<file path="src/sv/swr_pkg.sv">
// ----------------------------------------------------------------------------
// swr_pkg: shared types and constants
// Operation and status codes, payload widths and the per-cell command bundle
// for the stack with remove-by-value.
// ----------------------------------------------------------------------------
package swr_pkg;

    localparam int VALUE_W   = 32;
    localparam int OP_W      = 2;
    localparam int STATUS_W  = 2;
    localparam int FILL_W    = 5;
    localparam int MOVE_W    = 16;

    localparam logic [MOVE_W-1:0] MOVE_MAX = {MOVE_W{1'b1}};

    localparam logic [OP_W-1:0] OP_PUSH   = 2'd0;
    localparam logic [OP_W-1:0] OP_POP    = 2'd1;
    localparam logic [OP_W-1:0] OP_REMOVE = 2'd2;

    localparam logic [STATUS_W-1:0] ST_OK        = 2'd0;
    localparam logic [STATUS_W-1:0] ST_FULL      = 2'd1;
    localparam logic [STATUS_W-1:0] ST_EMPTY     = 2'd2;
    localparam logic [STATUS_W-1:0] ST_NOT_FOUND = 2'd3;

    typedef logic [VALUE_W-1:0] value_t;

    // command broadcast to every cell in the chain
    typedef struct packed {
        logic push_en;    // a push is accepted and the stack is not full
        logic remove_en;  // a remove is accepted and some cell matched
    } cell_cmd_t;

endpackage

</file>
<file path="src/sv/swr_cell.sv">
// ----------------------------------------------------------------------------
// swr_cell: one stack entry
// Holds one value, compares it with the operand, passes the match chain
// downward and takes its upper neighbor's value when a removal closes a gap.
// ----------------------------------------------------------------------------
module swr_cell #(
    parameter int CNT_W    = 5,
    parameter int CELL_IDX = 0
) (
    input  logic                aclk,
    input  swr_pkg::cell_cmd_t  cmd,
    input  logic [CNT_W-1:0]    count,
    input  swr_pkg::value_t     operand,
    input  swr_pkg::value_t     upper_entry,
    input  logic                match_above_in,
    output logic                match_above_out,
    output logic                topmost,
    output swr_pkg::value_t     entry
);

    swr_pkg::value_t entry_reg;
    swr_pkg::value_t entry_next;
    logic            occupied;
    logic            my_match;

    assign occupied        = CNT_W'(CELL_IDX) < count;
    assign my_match        = occupied && (entry_reg == operand);
    assign match_above_out = match_above_in | my_match;
    assign topmost         = my_match & ~match_above_in;
    assign entry           = entry_reg;

    always_comb begin
        entry_next = entry_reg;
        if (cmd.push_en && (count == CNT_W'(CELL_IDX))) begin
            entry_next = operand;
        end else if (cmd.remove_en && !match_above_in) begin
            // at or above the topmost match: slide down one place
            entry_next = upper_entry;
        end
    end

    always_ff @(posedge aclk) begin
        entry_reg <= entry_next;
    end

endmodule

</file>
<file path="src/sv/stack_with_remove_by_value.sv">
// ----------------------------------------------------------------------------
// stack_with_remove_by_value: bounded LIFO with remove-by-value
// Usage: items enter on s_valid/s_ready carrying s_op (push, pop, remove)
// and s_operand_value. Every item gives exactly one result on
// m_valid/m_ready: m_popped_value, m_status, m_fill_count, m_move_total.
// The result is registered at the edge that takes the item. Throughput is
// one item per cycle while results are taken; entries sit in a row of cells
// that all compare against the operand at once, and a remove shifts the
// cells at and above the topmost match down by one in the same cycle.
// Codes opcode 3 as no operation. Push on full, pop on empty and remove
// without a match report their status and leave the entries untouched.
// Reset (synchronous, aresetn low) empties the stack and clears the move
// count and the output valid flag; entry contents and result fields are not cleared.
// When the receiver stalls, the result holds and s_ready drops until it is
// taken; s_ready is high whenever the output register is empty or drains.
// ----------------------------------------------------------------------------
module stack_with_remove_by_value #(
    parameter int STACK_DEPTH = 16
) (
    input  logic                          aclk,
    input  logic                          aresetn,
    input  logic                          s_valid,
    output logic                          s_ready,
    input  logic [swr_pkg::OP_W-1:0]      s_op,
    input  logic signed [swr_pkg::VALUE_W-1:0] s_operand_value,
    output logic                          m_valid,
    input  logic                          m_ready,
    output logic signed [swr_pkg::VALUE_W-1:0] m_popped_value,
    output logic [swr_pkg::STATUS_W-1:0]  m_status,
    output logic [swr_pkg::FILL_W-1:0]    m_fill_count,
    output logic [swr_pkg::MOVE_W-1:0]    m_move_total
);

    localparam int IDX_W = (STACK_DEPTH > 1) ? $clog2(STACK_DEPTH) : 1;
    localparam int CNT_W = $clog2(STACK_DEPTH + 1);
    localparam int ADD_W = CNT_W + 1;
    localparam int SUM_W = swr_pkg::MOVE_W + 1;

    logic [CNT_W-1:0]           count_reg, count_next;
    logic [swr_pkg::MOVE_W-1:0] move_reg, move_next;

    logic                         m_valid_reg;
    swr_pkg::value_t              m_popped_reg, m_popped_next;
    logic [swr_pkg::STATUS_W-1:0] m_status_reg, m_status_next;

    swr_pkg::value_t    entry_q [STACK_DEPTH];
    swr_pkg::value_t    upper_q [STACK_DEPTH];
    logic [STACK_DEPTH:0] match_chain;
    logic [STACK_DEPTH-1:0] topmost;

    swr_pkg::cell_cmd_t cmd;
    logic               accept;
    logic               full;
    logic               empty;
    logic               found;
    logic [IDX_W-1:0]   hit_idx;
    logic [CNT_W-1:0]   top_pos;
    logic [CNT_W-1:0]   above;
    logic [ADD_W-1:0]   move_add;
    logic [SUM_W-1:0]   move_sum;

    assign s_ready = ~m_valid_reg | m_ready;
    assign accept  = s_valid & s_ready;
    assign full    = count_reg == CNT_W'(STACK_DEPTH);
    assign empty   = count_reg == '0;
    assign found   = match_chain[0];
    assign top_pos = count_reg - CNT_W'(1);

    assign cmd.push_en   = accept && (s_op == swr_pkg::OP_PUSH) && !full;
    assign cmd.remove_en = accept && (s_op == swr_pkg::OP_REMOVE) && found;

    assign match_chain[STACK_DEPTH] = 1'b0;

    genvar j;
    generate
        for (j = 0; j < STACK_DEPTH; j++) begin : g_cell
            if (j == STACK_DEPTH - 1) begin : g_top
                assign upper_q[j] = entry_q[j];
            end else begin : g_mid
                assign upper_q[j] = entry_q[j+1];
            end

            swr_cell #(
                .CNT_W    (CNT_W),
                .CELL_IDX (j)
            ) u_cell (
                .aclk            (aclk),
                .cmd             (cmd),
                .count           (count_reg),
                .operand         (s_operand_value),
                .upper_entry     (upper_q[j]),
                .match_above_in  (match_chain[j+1]),
                .match_above_out (match_chain[j]),
                .topmost         (topmost[j]),
                .entry           (entry_q[j])
            );
        end
    endgenerate

    // index of the topmost match, at most one cell flags it
    always_comb begin
        hit_idx = '0;
        for (int k = 0; k < STACK_DEPTH; k++) begin
            if (topmost[k]) begin
                hit_idx = hit_idx | IDX_W'(k);
            end
        end
    end

    assign above    = top_pos - CNT_W'(hit_idx);
    assign move_add = found ? {above, 1'b1} : {count_reg, 1'b1};
    assign move_sum = {1'b0, move_reg} + SUM_W'(move_add);

    always_comb begin
        count_next    = count_reg;
        move_next     = move_reg;
        m_popped_next = '0;
        m_status_next = swr_pkg::ST_OK;
        case (s_op)
            swr_pkg::OP_PUSH: begin
                if (full) begin
                    m_status_next = swr_pkg::ST_FULL;
                end else begin
                    count_next = count_reg + CNT_W'(1);
                end
            end
            swr_pkg::OP_POP: begin
                if (empty) begin
                    m_status_next = swr_pkg::ST_EMPTY;
                end else begin
                    count_next    = top_pos;
                    m_popped_next = entry_q[top_pos[IDX_W-1:0]];
                end
            end
            swr_pkg::OP_REMOVE: begin
                move_next = move_sum[SUM_W-1] ? swr_pkg::MOVE_MAX
                                              : move_sum[swr_pkg::MOVE_W-1:0];
                if (found) begin
                    count_next = top_pos;
                end else begin
                    m_status_next = swr_pkg::ST_NOT_FOUND;
                end
            end
            default: begin
            end
        endcase
    end

    always_ff @(posedge aclk) begin
        if (!aresetn) begin
            count_reg   <= '0;
            move_reg    <= '0;
            m_valid_reg <= 1'b0;
        end else begin
            if (accept) begin
                count_reg   <= count_next;
                move_reg    <= move_next;
                m_valid_reg <= 1'b1;
            end else if (m_ready) begin
                m_valid_reg <= 1'b0;
            end
        end
    end

    always_ff @(posedge aclk) begin
        if (accept) begin
            m_popped_reg <= m_popped_next;
            m_status_reg <= m_status_next;
        end
    end

    assign m_valid        = m_valid_reg;
    assign m_popped_value = m_popped_reg;
    assign m_status       = m_status_reg;
    assign m_fill_count   = swr_pkg::FILL_W'(count_reg);
    assign m_move_total   = move_reg;

`ifndef SYNTH
    a_count_bound: assert property (@(posedge aclk) disable iff (!aresetn)
        count_reg <= CNT_W'(STACK_DEPTH))
        else $error("entry count beyond depth");

    a_single_hit: assert property (@(posedge aclk) disable iff (!aresetn)
        $onehot0(topmost))
        else $error("more than one topmost match");

    a_remove_shrinks: assert property (@(posedge aclk) disable iff (!aresetn)
        cmd.remove_en |=> count_reg == $past(count_reg) - CNT_W'(1))
        else $error("remove hit did not shrink the stack");

    a_full_push_holds: assert property (@(posedge aclk) disable iff (!aresetn)
        (accept && (s_op == swr_pkg::OP_PUSH) && full) |=>
            count_reg == $past(count_reg))
        else $error("push on full changed the count");

    a_moves_monotonic: assert property (@(posedge aclk)
        (aresetn && $past(aresetn)) |-> move_reg >= $past(move_reg))
        else $error("move count went down");
`endif

endmodule

</file>
<file path="config.mk">
export PLATFORM = sky130hd
export DESIGN_NAME = stack_with_remove_by_value
export DESIGN_NICKNAME = d
export VERILOG_FILES = /design/src/sv/swr_pkg.sv /design/src/sv/swr_cell.sv /design/src/sv/stack_with_remove_by_value.sv
export SDC_FILE = /design/constraint.sdc
export NUM_CORES = 2
export LEC_CHECK = 0
export BUFFER_PORTS_ARGS = -buffer_cell sky130_fd_sc_hd__buf_2
export CORE_UTILIZATION = 50
export CTS_BUF_LIST = sky130_fd_sc_hd__clkbuf_4
export DETAILED_ROUTE_END_ITERATION = 16
export GPL_TIMING_DRIVEN = 0
export PLACE_DENSITY = 0.69
export SYNTH_ARGS = -nofsm -noshare
export SYNTH_HDL_FRONTEND = slang
export SYNTH_SLANG_ARGS = --single-unit
</file>
<file path="constraint.sdc">
create_clock -name aclk -period 7.4 [get_ports aclk]
set_clock_uncertainty 0.05 [all_clocks]
set_input_delay 1.11 -clock aclk [delete_from_list [all_inputs] [get_ports aclk]]
set_output_delay 1.11 -clock aclk [all_outputs]
set_load 0.005 [all_outputs]
</file>
==> impl_metrics.ini <==
[placed_design]
place_ws_ns = -0.505
gp_congestion = 1.08
port-buffer-count = 94
dpl.hpwl_um = 127000
dp_cells = 3423

[grt]
grt_pass1_wl_um = 223000
grt_max_degree = 39
grt.busiest_layer = met2
grtUsageMet1_pct = 61.9
use_met2_pct = 68.7
grt_pass1_vias = 24700
overflow = 0
antenna_found_initial = 18
gr-usage-all-layers_pct = 48.6
grt_use_met3_pct = 18.6

[power_and_ir_drop]
pwr-share-clk_pct = 38.0
seqPwrFrac_pct = 43.4
swShare_pct = 31.3
switchingPower_mw = 2.56
p_int_mw = 5.61
peakVddDrop_mv = 0.144
p_per_area_nw_per_um2 = 210
comb_power_share_pct = 18.7
p_leak_nw = 12.7

[routing]
drt_wl_total_um = 170000
num_vias = 26300
ant_nets = 0
drc = 0
drt_first_iter_violations = 4443
dr.pass1.iters = 5
wire_per_inst_um = 45.8
viasPerCell = 7.05

[timing]
period_minus_slack_ns = 7.31
fin_ws_ns = 0.0893
rsz0062_at_grt = no
setup-violations-final = 0
max-slew-margin-rel_pct = -1.82
drv_slew = 22
timing.final.crit_share_pct = 98.8
hold_violations = 0
finalSetupTns_ns = 0
worstMarginPinSlew_ns = 1.53
fmax_ghz = 0.137

[clock_tree]
cts_sinks = 568
path_clk_slew_ns = 0.06
postCtsSetupRepairBufs = 0
cts_tree = done
h-tree-depth = 4
ctsResizeCount = 0
clk_latency_ns = 1.08
cts_max_path_buffers = 3
cts_root_buffer = clkbuf_4
numCtsBuffers = 160
ctsHoldBuffers = 0

[setup_path]
worstSetupEndpointType = flop
worstSetupStartpointType = input pin
r2r_start = m_fill_count[0]
required_ns = 8.27
worstReg2RegEnd = m_move_total[12]
crit_type = in -> reg
crit_path_max_fanout = 10
reg2reg_depth = 20
r2r_slack_ns = 0.11
crit_arrival_ns = 8.18

[run_status]
violations = max-capacitance violations, max-slew violations
status = finished with violations

[logic_synthesis]
syn_inst = 2426
syn_area_um2 = 34400
yosys_warnings = 0
synth-seq-cells = 568
ys_types = 55
synth-async-reset-ratio_pct = 0
synth_nets = 2484
synth-edff-count = 546
avgSynthCellArea_um2 = 14.2
synth_ff_type = edfxtp_1
seq_area_frac_synth_pct = 48.9

[finish]
drive_gt1_share_pct = 41.4
largest_reg_flops = 512
n_fill_cell = 5578
nets = 2772
syn_to_final_growth_pct = 12.7
fin_cells = 3722

[die]
dieWidth_um = 264
die_h_um = 264
fp.dieArea_um2 = 69900
num_rows = 95
coreArea_um2 = 67600
ioPinCount = 95
initial_core_util_pct = 50.9

[job]
maxCapViolations = 2

[worst_hold_path]
whs_path_depth = 1
hp-start = s_operand_value[17]
whs_endpoint = g_cell[15].u_cell.entry[17]
hold_class = in -> reg
==> power groups by stage <==
stage / sequential, mW / clock (mW) / combinational, mW
after detailed placement: 3.61 / 0 / 1.45
after global routing: 3.54 / 3.23 / 1.51
after global placement: 3.61 / 0 / 1.44
final: 3.54 / 3.10 / 1.52
after floorplan: 3.61 / 0 / 0.834
after CTS: 3.54 / 3.07 / 1.46
==> kinds of logic (layout without fill, tap and decap cells) <==
logic type	Yosys count	after routing	share of synthesized area (%)
AOI/OAI and AO/OA	72	72	1.37
xor gates and xnor gates	531	531	13.5
adders and majority gates	20	20	0.770
buffers and inverters	243	660	3.52
DFF	568	568	48.9
muxes	641	641	26.2
other	0	6	0
and+or+nand+nor	351	351	5.77
==> synthesized netlist by cell type (all sizes together), types with 3 or more instances <==
| library cell | count | area (um2) |
|---|---|---|
| xnor2 | 460 | 4030 |
| nand4 | 121 | 769 |
| clkbuf | 80 | 302 |
| or3 | 4 | 25.0 |
| and3 | 8 | 50.1 |
| and4 | 3 | 26.3 |
| nor4 | 30 | 188 |
| dfxtp | 22 | 440 |
| buf | 145 | 842 |
| o21ai | 15 | 75.1 |
| nand2 | 44 | 165 |
| a31oi | 3 | 18.8 |
| a21o | 8 | 60.1 |
| nand3 | 32 | 165 |
| xor2 | 71 | 622 |
| and2 | 4 | 27.5 |
| inv | 18 | 67.6 |
| edfxtp | 546 | 16400 |
| nor3 | 28 | 140 |
| a21oi | 23 | 115 |
| mux4 | 160 | 3600 |
| ha | 18 | 225 |
| mux2 | 480 | 5410 |
| nor2 | 30 | 113 |
| nor2b | 34 | 213 |
| a211oi | 3 | 22.5 |
| o221a | 5 | 56.3 |
| nand2b | 6 | 37.5 |
==> through the flow <==
step	utilization, %	cell area (um2)	hold WS, ns	power, mW
2_1_floorplan	-	34400	0.475	4.44
3_3_place_gp	53.2	36000	0.479	5.05
3_5_place_dp	54.3	36700	0.503	5.06
4_1_cts	57.3	38800	0.130	8.07
5_1_grt	57.4	38800	0.143	8.28
6_report	57.4	38800	0.178	8.16
==> layout make-up <==
cell class                 count  area, um2  area share (%)
clock inverter                53        287           0.738
tap                          873       1090            2.81
sequential                   568      16800            43.4
timing repair buffer         126        991            2.55
multi-input combinational   1615      16600            42.7
antenna                        6       15.0          0.0387
buffer                       225       1160            2.98
clock buffer                 238       1790            4.60
inverter                      18       67.6           0.174
==> critical path, cell delays in order <==
cell and delay [ns]:
buf_2 0.12, buf_2 0.15, buf_4 0.19, buf_4 0.19, xnor2_1 0.92, nand4_1 0.46
nor3_1 0.94, and4_1 0.42, a21boi_0 0.17, o211a_1 0.26, o221ai_1 0.19, a21o_1 0.17
a21o_1 0.13, ha_1 0.15, inv_1 0.07, fa_1 0.46, a21o_1 0.17, a21oi_1 0.22
xnor2_1 0.15, nand2_1 0.08, xnor2_1 0.14, ha_1 0.33, a21oi_1 0.21, nor2_1 0.10
and3_1 0.26, nand3_1 0.12, mux2i_1 0.23, nor2_1 0.06
==> per-layer routing <==
metal	share of wire, %	vias up
met5	0.085	-
met4	7.8	20
met3	14	533
met2	42	2420
met1	36	13400
li1	-	9895
==> cells in the final DEF, fill, tap and decap left out, types with 22 or more instances in the layout <==
master	n
a21oi_1	23
nand4_1	119
edfxtp_1	546
clkbuf_4	239
buf_1	32
nor4_1	27
nor2b_1	34
clkinv_1	31
nor2_1	30
clkbuf_1	75
mux2_2	480
nand2_1	42
buf_2	151
buf_4	62
dfxtp_1	22
mux4_2	160
nor3_1	27
xnor2_1	459
xor2_1	71
nand3_1	31
==> worst max-delay path by stage <==
stage	startpoint	endpoint	cells after the start
6_report	s_operand_value[25]	m_move_total[12]	28
5_1_grt	m_fill_count[0]	m_move_total[12]	21
4_1_cts	m_fill_count[0]	m_move_total[12]	20
3_5_place_dp	s_operand_value[24]	m_move_total[12]	28
3_3_place_gp	m_ready	g_cell[15].u_cell.entry[17]	6
2_1_floorplan	m_ready	g_cell[15].u_cell.entry[0]	5
Power figures use the tool's default switching activity.
